==> src/sv/est_pkg.sv <==
`timescale 1ns / 1ps
// shared types and constants for the encoder setpoint thermostat
// no dependencies; used by est_cfg, est_core and the top level

package est_pkg;

    typedef enum logic [1:0] {
        CMD_TICK   = 2'd0,
        CMD_BUTTON = 2'd1,
        CMD_ENC    = 2'd2,
        CMD_TEMP   = 2'd3
    } cmd_t;

    typedef enum logic [1:0] {
        MODE_RUN    = 2'd0,
        MODE_TARGET = 2'd1,
        MODE_PAUSE  = 2'd2
    } mode_t;

    typedef enum logic [2:0] {
        REG_TARGET_MIN   = 3'd0,
        REG_TARGET_MAX   = 3'd1,
        REG_LOCKOUT_MS   = 3'd2,
        REG_FAST_TURN_MS = 3'd3,
        REG_BOUNCE_MS    = 3'd4,
        REG_MAX_STEP     = 3'd5
    } reg_index_t;

    localparam int CFG_DATA_W = 16;

    localparam logic signed [7:0] TARGET_MIN_RST = -8'sd99;
    localparam logic signed [7:0] TARGET_MAX_RST = 8'sd50;
    localparam logic [15:0]       LOCKOUT_RST    = 16'd300;
    localparam logic [15:0]       FAST_TURN_RST  = 16'd150;
    localparam logic [15:0]       BOUNCE_RST     = 16'd5;
    localparam logic [3:0]        MAX_STEP_RST   = 4'd8;
    localparam logic signed [7:0] TARGET_RST     = -8'sd20;

    typedef struct packed {
        logic signed [7:0] target_min;
        logic signed [7:0] target_max;
        logic [15:0]       button_lockout_ms;
        logic [15:0]       fast_turn_ms;
        logic [15:0]       bounce_floor_ms;
        logic [3:0]        max_step;
    } cfg_t;

    typedef struct packed {
        logic [1:0]         cmd;
        logic               enc_a;
        logic               enc_b;
        logic signed [11:0] temp_sample;
        logic               sensor_present;
    } item_t;

    typedef struct packed {
        logic              cooler_on;
        logic              pump_on;
        logic [1:0]        menu_mode;
        logic signed [7:0] target_now;
        logic              paused_now;
        logic              save_request;
    } result_t;

endpackage

==> src/sv/est_cfg.sv <==
`timescale 1ns / 1ps
// configuration register file with reset values
// depends on est_pkg

module est_cfg
(
    input  logic                           clk,
    input  logic                           rst_n,
    input  logic                           cfg_we,
    input  logic [2:0]                     cfg_index,
    input  logic [est_pkg::CFG_DATA_W-1:0] cfg_data,
    output est_pkg::cfg_t                  cfg
);

    est_pkg::cfg_t cfg_reg;
    est_pkg::cfg_t cfg_next;

    always_comb
    begin
        cfg_next = cfg_reg;
        if (cfg_we)
        begin
            unique case (cfg_index)
                est_pkg::REG_TARGET_MIN:   cfg_next.target_min        = cfg_data[7:0];
                est_pkg::REG_TARGET_MAX:   cfg_next.target_max        = cfg_data[7:0];
                est_pkg::REG_LOCKOUT_MS:   cfg_next.button_lockout_ms = cfg_data;
                est_pkg::REG_FAST_TURN_MS: cfg_next.fast_turn_ms      = cfg_data;
                est_pkg::REG_BOUNCE_MS:    cfg_next.bounce_floor_ms   = cfg_data;
                est_pkg::REG_MAX_STEP:     cfg_next.max_step          = cfg_data[3:0];
                default:                   cfg_next = cfg_reg;
            endcase
        end
    end

    always_ff @(posedge clk or negedge rst_n)
    begin
        if (!rst_n)
        begin
            cfg_reg.target_min        <= est_pkg::TARGET_MIN_RST;
            cfg_reg.target_max        <= est_pkg::TARGET_MAX_RST;
            cfg_reg.button_lockout_ms <= est_pkg::LOCKOUT_RST;
            cfg_reg.fast_turn_ms      <= est_pkg::FAST_TURN_RST;
            cfg_reg.bounce_floor_ms   <= est_pkg::BOUNCE_RST;
            cfg_reg.max_step          <= est_pkg::MAX_STEP_RST;
        end
        else
        begin
            cfg_reg <= cfg_next;
        end
    end

    assign cfg = cfg_reg;

endmodule

==> src/sv/est_core.sv <==
`timescale 1ns / 1ps
// event state machine: timers, menu, encoder stepping, relays
// depends on est_pkg; result is combinational from the next state

module est_core
(
    input  logic             clk,
    input  logic             rst_n,
    input  logic             fire,
    input  est_pkg::item_t   item,
    input  est_pkg::cfg_t    cfg,
    output est_pkg::result_t result
);

    logic [31:0]        now_reg, now_next;
    logic [31:0]        last_press_reg, last_press_next;
    logic [31:0]        last_turn_reg, last_turn_next;
    logic               prev_a_reg, prev_a_next;
    logic               prev_dir_reg, prev_dir_next;
    logic [3:0]         step_reg, step_next;
    est_pkg::mode_t     mode_reg, mode_next;
    logic signed [7:0]  target_reg, target_next;
    logic               paused_reg, paused_next;
    logic               changed_reg, changed_next;
    logic signed [11:0] temp_reg, temp_next;
    logic               sensor_reg, sensor_next;
    logic               cooler_reg, cooler_next;
    logic               pump_reg, pump_next;
    logic               save;

    logic [31:0]        press_elapsed;
    logic [31:0]        turn_elapsed;
    logic               dir;
    logic signed [9:0]  tgt_ext, step_ext, tgt_sum, min_ext, max_ext;
    logic signed [7:0]  tgt_clamped;
    logic signed [5:0]  pause_sum;
    logic               pause_clamped;
    logic [3:0]         step_rev, step_enc;
    logic signed [11:0] target_x16;

    assign press_elapsed = now_reg - last_press_reg;
    assign turn_elapsed  = now_reg - last_turn_reg;
    assign dir           = (item.enc_b == item.enc_a);

    // accelerating value step and clamp
    assign tgt_ext  = {{2{target_reg[7]}}, target_reg};
    assign step_ext = {6'd0, step_reg};
    assign min_ext  = {{2{cfg.target_min[7]}}, cfg.target_min};
    assign max_ext  = {{2{cfg.target_max[7]}}, cfg.target_max};
    assign tgt_sum  = dir ? (tgt_ext - step_ext) : (tgt_ext + step_ext);
    assign tgt_clamped = (tgt_sum < min_ext) ? cfg.target_min :
                         (tgt_sum > max_ext) ? cfg.target_max : tgt_sum[7:0];

    assign pause_sum = dir ? ({5'd0, paused_reg} - {2'd0, step_reg})
                           : ({5'd0, paused_reg} + {2'd0, step_reg});
    assign pause_clamped = (pause_sum > 6'sd0);

    assign step_rev = (dir != prev_dir_reg) ? 4'd1 : step_reg;
    assign step_enc = (turn_elapsed < {16'd0, cfg.fast_turn_ms}) ?
                      (((turn_elapsed > {16'd0, cfg.bounce_floor_ms}) &&
                        (step_rev < cfg.max_step)) ? step_rev + 4'd1 : step_rev) :
                      4'd1;

    always_comb
    begin
        now_next        = now_reg;
        last_press_next = last_press_reg;
        last_turn_next  = last_turn_reg;
        prev_a_next     = prev_a_reg;
        prev_dir_next   = prev_dir_reg;
        step_next       = step_reg;
        mode_next       = mode_reg;
        target_next     = target_reg;
        paused_next     = paused_reg;
        changed_next    = changed_reg;
        temp_next       = temp_reg;
        sensor_next     = sensor_reg;
        save            = 1'b0;

        unique case (item.cmd)
            est_pkg::CMD_TICK:
            begin
                now_next = now_reg + 32'd1;
            end
            est_pkg::CMD_BUTTON:
            begin
                if (press_elapsed > {16'd0, cfg.button_lockout_ms})
                begin
                    last_press_next = now_reg;
                    unique case (mode_reg)
                        est_pkg::MODE_RUN:
                        begin
                            mode_next    = est_pkg::MODE_TARGET;
                            changed_next = 1'b0;
                        end
                        est_pkg::MODE_TARGET:
                        begin
                            mode_next = est_pkg::MODE_PAUSE;
                        end
                        est_pkg::MODE_PAUSE:
                        begin
                            mode_next = est_pkg::MODE_RUN;
                            save      = changed_reg;
                        end
                        default:
                        begin
                            mode_next = est_pkg::MODE_RUN;
                        end
                    endcase
                end
            end
            est_pkg::CMD_ENC:
            begin
                if (item.enc_a != prev_a_reg)
                begin
                    prev_a_next = item.enc_a;
                    if (mode_reg != est_pkg::MODE_RUN)
                    begin
                        if (mode_reg == est_pkg::MODE_TARGET)
                        begin
                            target_next = tgt_clamped;
                        end
                        else
                        begin
                            paused_next = pause_clamped;
                        end
                        changed_next   = 1'b1;
                        prev_dir_next  = dir;
                        last_turn_next = now_reg;
                        step_next      = step_enc;
                    end
                end
            end
            est_pkg::CMD_TEMP:
            begin
                sensor_next = item.sensor_present;
                if (item.sensor_present)
                begin
                    temp_next = item.temp_sample;
                end
            end
            default:
            begin
                now_next = now_reg;
            end
        endcase
    end

    // relays follow only in run mode
    assign target_x16 = {target_next, 4'd0};

    always_comb
    begin
        cooler_next = cooler_reg;
        pump_next   = pump_reg;
        if (mode_next == est_pkg::MODE_RUN)
        begin
            if (paused_next)
            begin
                pump_next   = 1'b0;
                cooler_next = 1'b0;
            end
            else
            begin
                pump_next   = 1'b1;
                cooler_next = sensor_next && (temp_next > target_x16);
            end
        end
    end

    always_comb
    begin
        result.cooler_on    = cooler_next;
        result.pump_on      = pump_next;
        result.menu_mode    = mode_next;
        result.target_now   = target_next;
        result.paused_now   = paused_next;
        result.save_request = save;
    end

    always_ff @(posedge clk or negedge rst_n)
    begin
        if (!rst_n)
        begin
            now_reg        <= 32'd0;
            last_press_reg <= 32'd0;
            last_turn_reg  <= 32'd0;
            prev_a_reg     <= 1'b0;
            prev_dir_reg   <= 1'b0;
            step_reg       <= 4'd1;
            mode_reg       <= est_pkg::MODE_RUN;
            target_reg     <= est_pkg::TARGET_RST;
            paused_reg     <= 1'b0;
            changed_reg    <= 1'b0;
            temp_reg       <= 12'sd0;
            sensor_reg     <= 1'b0;
            cooler_reg     <= 1'b0;
            pump_reg       <= 1'b1;
        end
        else if (fire)
        begin
            now_reg        <= now_next;
            last_press_reg <= last_press_next;
            last_turn_reg  <= last_turn_next;
            prev_a_reg     <= prev_a_next;
            prev_dir_reg   <= prev_dir_next;
            step_reg       <= step_next;
            mode_reg       <= mode_next;
            target_reg     <= target_next;
            paused_reg     <= paused_next;
            changed_reg    <= changed_next;
            temp_reg       <= temp_next;
            sensor_reg     <= sensor_next;
            cooler_reg     <= cooler_next;
            pump_reg       <= pump_next;
        end
    end

endmodule

==> src/sv/encoder_setpoint_thermostat.sv <==
`timescale 1ns / 1ps
// top level: input register, event core, result register
// depends on est_pkg, est_cfg and est_core
// each input is held in item_reg, and its result is registered in result_reg when it fires
// throughput: one event per cycle while the result side is not stalled
// reset: valid flags, core state and configuration take their reset values at once;
// the block accepts events in the first cycle after reset

module encoder_setpoint_thermostat
(
    input  logic                           clk,
    input  logic                           rst_n,
    input  logic                           in_valid,
    output logic                           in_stall,
    input  logic [1:0]                     cmd,
    input  logic                           enc_a,
    input  logic                           enc_b,
    input  logic signed [11:0]             temp_sample,
    input  logic                           sensor_present,
    output logic                           out_valid,
    input  logic                           out_stall,
    output logic                           cooler_on,
    output logic                           pump_on,
    output logic [1:0]                     menu_mode,
    output logic signed [7:0]              target_now,
    output logic                           paused_now,
    output logic                           save_request,
    input  logic                           cfg_we,
    input  logic [2:0]                     cfg_index,
    input  logic [est_pkg::CFG_DATA_W-1:0] cfg_data
);

    est_pkg::cfg_t    cfg;
    est_pkg::item_t   item_reg;
    est_pkg::result_t result;
    est_pkg::result_t result_reg;
    logic             item_valid_reg, item_valid_next;
    logic             out_valid_reg, out_valid_next;
    logic             out_free;
    logic             in_take;
    logic             fire;

    est_cfg u_cfg
    (
        .clk       (clk),
        .rst_n     (rst_n),
        .cfg_we    (cfg_we),
        .cfg_index (cfg_index),
        .cfg_data  (cfg_data),
        .cfg       (cfg)
    );

    est_core u_core
    (
        .clk    (clk),
        .rst_n  (rst_n),
        .fire   (fire),
        .item   (item_reg),
        .cfg    (cfg),
        .result (result)
    );

    assign out_free = !out_valid_reg || !out_stall;
    assign fire     = item_valid_reg && out_free;
    assign in_stall = item_valid_reg && !out_free;
    assign in_take  = in_valid && !in_stall;

    assign item_valid_next = in_take || (item_valid_reg && !fire);
    assign out_valid_next  = fire || (out_valid_reg && out_stall);

    always_ff @(posedge clk or negedge rst_n)
    begin
        if (!rst_n)
        begin
            item_valid_reg <= 1'b0;
            out_valid_reg  <= 1'b0;
        end
        else
        begin
            item_valid_reg <= item_valid_next;
            out_valid_reg  <= out_valid_next;
        end
    end

    always_ff @(posedge clk)
    begin
        if (in_take)
        begin
            item_reg.cmd            <= cmd;
            item_reg.enc_a          <= enc_a;
            item_reg.enc_b          <= enc_b;
            item_reg.temp_sample    <= temp_sample;
            item_reg.sensor_present <= sensor_present;
        end
        if (fire)
        begin
            result_reg <= result;
        end
    end

    assign out_valid    = out_valid_reg;
    assign cooler_on    = result_reg.cooler_on;
    assign pump_on      = result_reg.pump_on;
    assign menu_mode    = result_reg.menu_mode;
    assign target_now   = result_reg.target_now;
    assign paused_now   = result_reg.paused_now;
    assign save_request = result_reg.save_request;

endmodule
==> config.mk <==
export PLATFORM = sky130hd
export DESIGN_NAME = encoder_setpoint_thermostat
export DESIGN_NICKNAME = d
export VERILOG_FILES = /design/src/sv/est_pkg.sv /design/src/sv/est_cfg.sv /design/src/sv/est_core.sv /design/src/sv/encoder_setpoint_thermostat.sv
export SDC_FILE = /design/constraint.sdc
export NUM_CORES = 1
export LEC_CHECK = 0
export BUFFER_PORTS_ARGS = -buffer_cell sky130_fd_sc_hd__buf_2
export CORE_ASPECT_RATIO = 0.5
export CORE_MARGIN = 5
export CORE_UTILIZATION = 25
export DETAILED_ROUTE_END_ITERATION = 10
export PLACE_DENSITY = 0.42
export SLEW_MARGIN = 20
export SYNTH_ARGS = -nofsm -noshare
export SYNTH_HDL_FRONTEND = slang
export SYNTH_SLANG_ARGS = --single-unit
==> constraint.sdc <==
create_clock -name clk -period 6.8 [get_ports clk]
set_input_delay 1.02 -clock clk [delete_from_list [all_inputs] [get_ports clk]]
set_output_delay 1.02 -clock clk [all_outputs]
set_load 0.01 [all_outputs]
==> results of run 1 <==
## power by group
group / internal [uW] / switching, uW
Sequential: 1740 / 184
Combinational: 1860 / 2420
Clock: 858 / 600
## stage by stage
stage	area, um^2	std cells	worst slack (ps)	utilization	power (uW)
after global placement	16800	2510	403	0.275	6170
final	17700	2561	484	0.289	7660
after CTS	17700	2560	279	0.289	7720
after global routing	17700	2561	26.0	0.289	8390
after floorplan	15500	1656	585	-	5060
after detailed placement	16800	2510	317	0.275	6190
## placed cells by master, fill, tap and decap left out, drive strengths merged, types with 15 or more instances in the layout
| cell type | Yosys | layout |
|---|---|---|
| a21oi | 97 | 97 |
| nand4 | 34 | 34 |
| o21a | 28 | 28 |
| nor3 | 23 | 23 |
| mux2 | 89 | 89 |
| dfstp | 26 | 26 |
| mux2i | 33 | 33 |
| xor2 | 32 | 32 |
| nand2 | 215 | 215 |
| dfrtp | 173 | 173 |
| ha | 153 | 153 |
| buf | 9 | 75 |
| inv | 156 | 157 |
| clkbuf | 36 | 44 |
| nor2b | 15 | 15 |
| o21ai | 141 | 141 |
| edfxtp | 31 | 31 |
| xnor2 | 59 | 59 |
| nor2 | 72 | 72 |
| a31oi | 15 | 15 |
| nand3 | 21 | 21 |
| a21o | 27 | 27 |
## per-layer routing
| metal | part of all wire | GRT usage | wire [um] |
|---|---|---|---|
| met2 | 0.44 | 0.203 | 18500 |
| met4 | 0.014 | 0.0206 | 598 |
| met5 | 0 | 0 | 0 |
| met3 | 0.024 | 0.0172 | 996 |
| met1 | 0.52 | 0.176 | 21700 |
## critical path, delay by kind of cell, from the launching register on
kind / cells / cell delay [ps]
AOI/OAI and AO/OA: 15 / 2530
DFF: 1 / 580
muxes: 4 / 940
adders and majority gates: 4 / 1390
and+or+nand+nor: 4 / 520
buffers and inverters: 2 / 190
## area by class of cell
cell class	count	area [um^2]
Multi-Input combinational cell	1225	8830
Clock inverter	6	86.3
Sequential cell	230	5940
Inverter	156	586
Timing Repair Buffer	75	458
Clock buffer	44	781
Fill cell	6461	43500
Tap cell	825	1030
## cells by family after synthesis
| group | synth area share |
|---|---|
| and+or+nand+nor | 0.139 |
| AOI/OAI and AO/OA | 0.163 |
| DFF | 0.383 |
| buffers and inverters | 0.0498 |
| adders and majority gates | 0.127 |
| muxes | 0.0859 |
| xor gates and xnor gates | 0.0514 |
## synthesized netlist by cell type, types with 4 or more instances
| library cell | count |
|---|---|
| a211oi_1 | 12 |
| a21o_1 | 27 |
| a21oi_1 | 93 |
| a21oi_2 | 4 |
| a311o_1 | 4 |
| a31oi_1 | 15 |
| and2_1 | 9 |
| and3_1 | 10 |
| and4_1 | 8 |
| buf_2 | 5 |
| clkbuf_1 | 36 |
| dfrtp_1 | 173 |
| dfstp_2 | 26 |
| edfxtp_1 | 31 |
| ha_1 | 153 |
| inv_1 | 156 |
| mux2_1 | 29 |
| mux2_2 | 60 |
| mux2i_1 | 33 |
| nand2_1 | 214 |
| nand2b_1 | 12 |
| nand3_1 | 20 |
| nand4_1 | 34 |
| nand4b_1 | 4 |
| nor2_1 | 72 |
| nor2b_1 | 15 |
| nor3_1 | 23 |
| nor3b_1 | 6 |
| nor4_1 | 4 |
| o211ai_1 | 13 |
| o21a_1 | 28 |
| o21ai_0 | 134 |
| o21ai_1 | 7 |
| o21bai_1 | 6 |
| o22ai_1 | 4 |
| o31ai_1 | 5 |
| or2_2 | 4 |
| or3_1 | 5 |
| or4_1 | 5 |
| xnor2_1 | 59 |
| xor2_1 | 32 |
## how the worst max path moves through the flow
stage	to	startpoint
after floorplan	u_core.cooler_reg	item_reg[14]
after global routing	u_core.cooler_reg	u_core.step_reg[0]
after detailed placement	u_core.cooler_reg	u_core.step_reg[0]
after global placement	u_core.cooler_reg	u_core.step_reg[0]
final	u_core.cooler_reg	u_core.step_reg[0]
after CTS	u_core.cooler_reg	u_core.step_reg[0]
## timing repair
item	CTS	global route
endpoints found under the setup margin	0	2
buffers inserted	0	1
resized for setup	0	6
==> impl_metrics.prom, run 1 <==
# TYPE chip_impl_metric gauge
chip_impl_metric{name="synth_area_per_cell",unit="um^2"} 9.36
chip_impl_metric{name="clock-skew-final",unit="ps"} 19.5
chip_impl_metric{name="clk-insertion-delay-late",unit="ps"} 560
chip_impl_info{name="cell_type_with_the_highest_aggregate_area_in_the_netlist",value="dfrtp_1"} 1
chip_impl_metric{name="hold-worst-slack",unit="ps"} 412
chip_impl_metric{name="finalHoldViolations",unit=""} 0
chip_impl_metric{name="row_count",unit=""} 64
chip_impl_metric{name="design.portCount",unit=""} 57
chip_impl_info{name="worstSetupEndpointType",value="flop"} 1
chip_impl_info{name="timing_worst_setup_path_type",value="reg -> reg"} 1
chip_impl_metric{name="worst_slew_margin_relative_to_its_limit",unit=""} 0.286
chip_impl_metric{name="timing_worst_slew_pin_value",unit="ps"} 1040
chip_impl_metric{name="power_leakage",unit="uW"} 0.00808
chip_impl_metric{name="antenna_found_initial",unit=""} 0
chip_impl_info{name="reg2reg_to",value="u_core.cooler_reg"} 1
chip_impl_metric{name="drive_gt1_frac",unit=""} 0.131
chip_impl_metric{name="finalWeightedCongestion",unit=""} 0.839
chip_impl_metric{name="power.density",unit="mW/mm^2"} 433
chip_impl_metric{name="core_area",unit="mm^2"} 0.0613
chip_impl_metric{name="synth.ff_latch_count",unit=""} 230
chip_impl_metric{name="warning_count_from_the_yosys_run",unit=""} 0
chip_impl_metric{name="totalNegativeSetupSlack",unit="ps"} 0
chip_impl_metric{name="largest_reg_flops",unit=""} 68
chip_impl_info{name="ctsRootBufferMaster",value="clkbuf_16"} 1
chip_impl_metric{name="worst-r2r-cell-count",unit=""} 29
chip_impl_metric{name="crit_required",unit="ps"} 7220
chip_impl_metric{name="antenna_violating_nets_post_route",unit=""} 0
chip_impl_metric{name="endpoint_arrival_time_on_the_critical_path",unit="ps"} 6740
chip_impl_metric{name="dr_total_vias",unit=""} 11796
chip_impl_metric{name="grt_pass1_wl",unit="um"} 67300
chip_impl_metric{name="drc",unit=""} 0
chip_impl_metric{name="synth_cell_types",unit=""} 84
chip_impl_metric{name="grt-ovfl-total",unit=""} 0
chip_impl_metric{name="synth.top_cell.area_share",unit=""} 0.279
chip_impl_metric{name="synth_nets",unit=""} 1853
chip_impl_metric{name="floorplan.initialDensity",unit=""} 0.253
chip_impl_metric{name="die_y",unit="um"} 186
chip_impl_metric{name="routed_wire_length",unit="um"} 41800
chip_impl_metric{name="async_set_reset_flop_share_out_of_synthesis",unit=""} 0.865
chip_impl_metric{name="avgViaCountPerCell",unit=""} 4.61
chip_impl_metric{name="synth_enable_flop_cells",unit=""} 31
chip_impl_info{name="hold_removal_path_class",value="in -> async"} 1
chip_impl_metric{name="die-width",unit="um"} 362
chip_impl_metric{name="clkSlewWorstSetupHoldPaths",unit="ps"} 60
chip_impl_metric{name="final_worst_path_cycle_share",unit=""} 0.929
chip_impl_metric{name="drtIter0Drc",unit=""} 609
chip_impl_metric{name="final_nets",unit=""} 1912
chip_impl_metric{name="design.die.area",unit="mm^2"} 0.0674
chip_impl_metric{name="pins_over_slew_limit",unit=""} 0
chip_impl_metric{name="irDropWorstVdd",unit="mV"} 0.180
chip_impl_info{name="synth_top_cells_by_area",value="dfrtp_1 28%, ha_1 12%, edfxtp_1 6.0%"} 1
chip_impl_metric{name="first_global_vias",unit=""} 11983
chip_impl_metric{name="yosysSeqAreaShare",unit=""} 0.383
chip_impl_metric{name="cts_hold_repair.buffers",unit=""} 0
chip_impl_metric{name="grt_use_total",unit=""} 0.123
chip_impl_metric{name="n_antenna_cell",unit=""} 0
chip_impl_metric{name="grt_start_max_net_pins",unit=""} 127
chip_impl_metric{name="clkSinkCount",unit=""} 230
chip_impl_info{name="yosys_most_used_dff",value="dfrtp_1"} 1
chip_impl_metric{name="mappedNetlistArea",unit="mm^2"} 0.0155
chip_impl_metric{name="setup_viol",unit=""} 0
chip_impl_info{name="timing.critical_path.mode_cell",value="o21a_1"} 1
chip_impl_info{name="grt_setup_unrepaired",value="false"} 1
chip_impl_metric{name="max_cap_violations",unit=""} 0
chip_impl_metric{name="port-buffer-count",unit=""} 56
chip_impl_metric{name="regToRegSetupSlack",unit="ps"} 480
chip_impl_metric{name="hpwl",unit="um"} 32000
chip_impl_metric{name="numCtsBuffers",unit=""} 27
chip_impl_info{name="cp_slowest_cell",value="dfstp_2"} 1
chip_impl_info{name="timing.critical_path.from_type",value="flop"} 1
chip_impl_metric{name="clock.fmax",unit="GHz"} 0.158
chip_impl_metric{name="cp_max_fo",unit=""} 6
chip_impl_metric{name="post_drt_wl_per_cell",unit="um"} 16.3
chip_impl_metric{name="synthCells",unit=""} 1656
chip_impl_info{name="clock_tree_from_tritoncts",value="done"} 1
chip_impl_metric{name="cts.path.max_buffers",unit=""} 3
chip_impl_metric{name="dr.pass1.iters",unit=""} 5
chip_impl_info{name="status",value="completed"} 1
chip_impl_info{name="crit-reg2reg-launch",value="u_core.step_reg[0]"} 1
chip_impl_metric{name="ctsHtreeMaxLevel",unit=""} 1
chip_impl_metric{name="area_grow_syn2layout",unit="%"} 14.2
chip_impl_metric{name="crit_path_max_incr_delay",unit="ps"} 580
chip_impl_metric{name="timing.final.crit_period",unit="ps"} 6320
(Power assumes the default switching activity.)
==> run 2, diff against run 1 <==
--- a/config.mk
+++ b/config.mk
@@ -5,13 +5,14 @@
 export SDC_FILE = /design/constraint.sdc
 export NUM_CORES = 1
 export LEC_CHECK = 0
-export BUFFER_PORTS_ARGS = -buffer_cell sky130_fd_sc_hd__buf_2
 export CORE_ASPECT_RATIO = 0.5
 export CORE_MARGIN = 5
 export CORE_UTILIZATION = 25
 export DETAILED_ROUTE_END_ITERATION = 10
-export PLACE_DENSITY = 0.42
+export DONT_BUFFER_PORTS = 1
+export PLACE_DENSITY = 0.41
 export SLEW_MARGIN = 20
 export SYNTH_ARGS = -nofsm -noshare
 export SYNTH_HDL_FRONTEND = slang
 export SYNTH_SLANG_ARGS = --single-unit
+export TNS_END_PERCENT = 30
==> run 2 against run 1 <==
Final cell count is 2.1% lower. Sequential share of layout area is 0.51 points higher. Cell area is 1.5% lower. Combinational power is 1% lower. Count of clock-buffer cells in the layout is 8 lower. Via count is 1.8% lower. Sequential power hardly changed.
==> impl_metrics.prom, run 2 (same netlist as run 1, synthesis figures left out) <==
# TYPE chip_impl_metric gauge
chip_impl_info{name="clock_tree_from_tritoncts",value="done"} 1
chip_impl_metric{name="dr_total_vias",unit=""} 11586
chip_impl_metric{name="area_grow_syn2layout",unit="%"} 12.5
chip_impl_info{name="timing.critical_path.from_type",value="flop"} 1
chip_impl_metric{name="timing_worst_slew_pin_value",unit="ps"} 1120
chip_impl_metric{name="die-width",unit="um"} 362
chip_impl_metric{name="core_area",unit="mm^2"} 0.0613
chip_impl_info{name="timing.critical_path.mode_cell",value="o21a_1"} 1
chip_impl_metric{name="finalHoldViolations",unit=""} 0
chip_impl_metric{name="design.die.area",unit="mm^2"} 0.0674
chip_impl_info{name="ctsRootBufferMaster",value="clkbuf_16"} 1
chip_impl_metric{name="final-seq-area",unit="mm^2"} 0.00594
chip_impl_metric{name="clkSlewWorstSetupHoldPaths",unit="ps"} 60
chip_impl_metric{name="drive_gt1_frac",unit=""} 0.105
chip_impl_metric{name="final.fill_count",unit=""} 6487
chip_impl_metric{name="finalWeightedCongestion",unit=""} 0.829
chip_impl_info{name="grt_setup_unrepaired",value="false"} 1
chip_impl_metric{name="grt_pass1_wl",unit="um"} 67300
chip_impl_metric{name="clkSinkCount",unit=""} 230
chip_impl_info{name="most_common_cell_after_layout_fill_and_taps_aside",value="nand2_1"} 1
chip_impl_metric{name="antenna_found_initial",unit=""} 1
chip_impl_metric{name="clk-insertion-delay-late",unit="ps"} 550
chip_impl_metric{name="pins_over_slew_limit",unit=""} 0
chip_impl_metric{name="cts.path.max_buffers",unit=""} 3
chip_impl_metric{name="worst_slew_margin_relative_to_its_limit",unit=""} 0.236
chip_impl_metric{name="final_nets",unit=""} 1861
chip_impl_metric{name="crit_required",unit="ps"} 7210
chip_impl_metric{name="die_y",unit="um"} 186
chip_impl_metric{name="design_power_total",unit="uW"} 7650
chip_impl_metric{name="clock-skew-final",unit="ps"} 11.3
chip_impl_metric{name="grt_use_total",unit=""} 0.124
chip_impl_metric{name="final_worst_path_cycle_share",unit=""} 0.920
chip_impl_metric{name="dr.pass1.iters",unit=""} 5
chip_impl_metric{name="drtIter0Drc",unit=""} 725
chip_impl_info{name="hold_removal_path_class",value="in -> async"} 1
chip_impl_metric{name="power_leakage",unit="uW"} 0.00788
chip_impl_metric{name="design.portCount",unit=""} 57
chip_impl_metric{name="ctsHtreeMaxLevel",unit=""} 1
chip_impl_metric{name="crit_path_max_incr_delay",unit="ps"} 440
chip_impl_metric{name="post_drt_wl_per_cell",unit="um"} 16.8
chip_impl_metric{name="n_antenna_cell",unit=""} 0
chip_impl_metric{name="hpwl",unit="um"} 31900
chip_impl_metric{name="routed_wire_length",unit="um"} 42100
chip_impl_metric{name="first_global_vias",unit=""} 11601
chip_impl_metric{name="antenna_violating_nets_post_route",unit=""} 0
chip_impl_metric{name="grt-ovfl-total",unit=""} 0
chip_impl_metric{name="grt_start_max_net_pins",unit=""} 200
chip_impl_metric{name="irDropWorstVdd",unit="mV"} 0.200
chip_impl_metric{name="hold-worst-slack",unit="ps"} 188
chip_impl_metric{name="drc",unit=""} 0
chip_impl_metric{name="totalNegativeSetupSlack",unit="ps"} 0
chip_impl_metric{name="row_count",unit=""} 64
chip_impl_metric{name="avgViaCountPerCell",unit=""} 4.62
chip_impl_metric{name="floorplan.initialDensity",unit=""} 0.253
chip_impl_metric{name="setup_viol",unit=""} 0
chip_impl_metric{name="port-buffer-count",unit=""} 0
chip_impl_metric{name="cts_hold_repair.buffers",unit=""} 0
chip_impl_metric{name="endpoint_arrival_time_on_the_critical_path",unit="ps"} 6670
chip_impl_metric{name="max_cap_violations",unit=""} 0
chip_impl_info{name="cp_slowest_cell",value="edfxtp_1"} 1
chip_impl_info{name="status",value="completed"} 1
chip_impl_info{name="layout.cells.most_common_list",value="214 x nand2_1, 173 x dfrtp_1, 156 x inv_1"} 1
chip_impl_metric{name="timing.final.crit_period",unit="ps"} 6260
chip_impl_info{name="timing_worst_setup_path_type",value="reg -> reg"} 1
chip_impl_metric{name="cp_max_fo",unit=""} 4
chip_impl_metric{name="power.density",unit="mW/mm^2"} 438
chip_impl_metric{name="largest_reg_flops",unit=""} 68
chip_impl_metric{name="numCtsBuffers",unit=""} 27
chip_impl_metric{name="clock.fmax",unit="GHz"} 0.160
chip_impl_metric{name="multi_input_gate_area",unit="mm^2"} 0.00883
chip_impl_info{name="worstSetupEndpointType",value="flop"} 1
==> run 2: metrics by stage <==
step / setup WS (ps) / cell area (um^2) / std cells / utilization
5_1_grt: 136 / 17400 / 2508 / 0.285
3_5_place_dp: -59.3 / 16500 / 2459 / 0.270
4_1_cts: 180 / 17400 / 2507 / 0.284
6_report: 543 / 17400 / 2508 / 0.285
3_3_place_gp: -32.4 / 16500 / 2459 / 0.270
2_1_floorplan: 585 / 15500 / 1656 / -
==> run 2: cell type report <==
type | instances | area share
repair buffers | 24 | 0.0103
clock inverters | 12 | 0.00796
inverters | 156 | 0.0336
multi-input cells | 1225 | 0.506
flip-flops and latches | 230 | 0.341
clock buffers | 36 | 0.0424
well taps | 825 | 0.0592
==> run 2: timing repair <==
item / 4_1_cts / 5_1_grt
setup endpoints to repair: 1 / 2
gates resized for setup: 1 / 2
endpoints found under the hold margin: 0 / 0
setup buffers: 0 / 1
==> run 2: final timing paths <==
check | start | endpoint | slack [ps] | cells past startpoint
worst max-delay path | item_reg[14] | u_core.cooler_reg | 540 | 31
worst min-delay path | rst_n | u_core.now_reg[27] | 190 | 0
worst max register to register | item_reg[14] | u_core.cooler_reg | 540 | 31
worst min register to register | u_core.temp_reg[10] | u_core.temp_reg[10] | 480 | 2
max in group asynchronous | rst_n | u_cfg.cfg[6] | 6190 | 0
min in group clk | u_core.temp_reg[10] | u_core.temp_reg[10] | 480 | 2
==> run 2: where the power goes <==
group	switching, uW	total (uW)	internal [uW]
clock	606	1480	872
sequential	195	1940	1750
combinational	2390	4230	1840
total	3190	7650	4460
==> run 2: critical path: cells and delay by family, from the launching register on <==
kind / cells / cell delay [ps]
xor+xnor: 2 / 550
flops: 1 / 440
compound gates: 14 / 2270
fa+ha+maj: 3 / 840
buf+inv: 1 / 60
mux: 6 / 1310
simple gates: 5 / 670
==> run 2: metal layers <==
metal,up-vias,global-route usage,share of wire
met5,-,0,0
met4,0,0.0195,0.014
met3,35,0.0161,0.026
met2,111,0.196,0.43
met1,5557,0.186,0.53
li1,5883,-,-
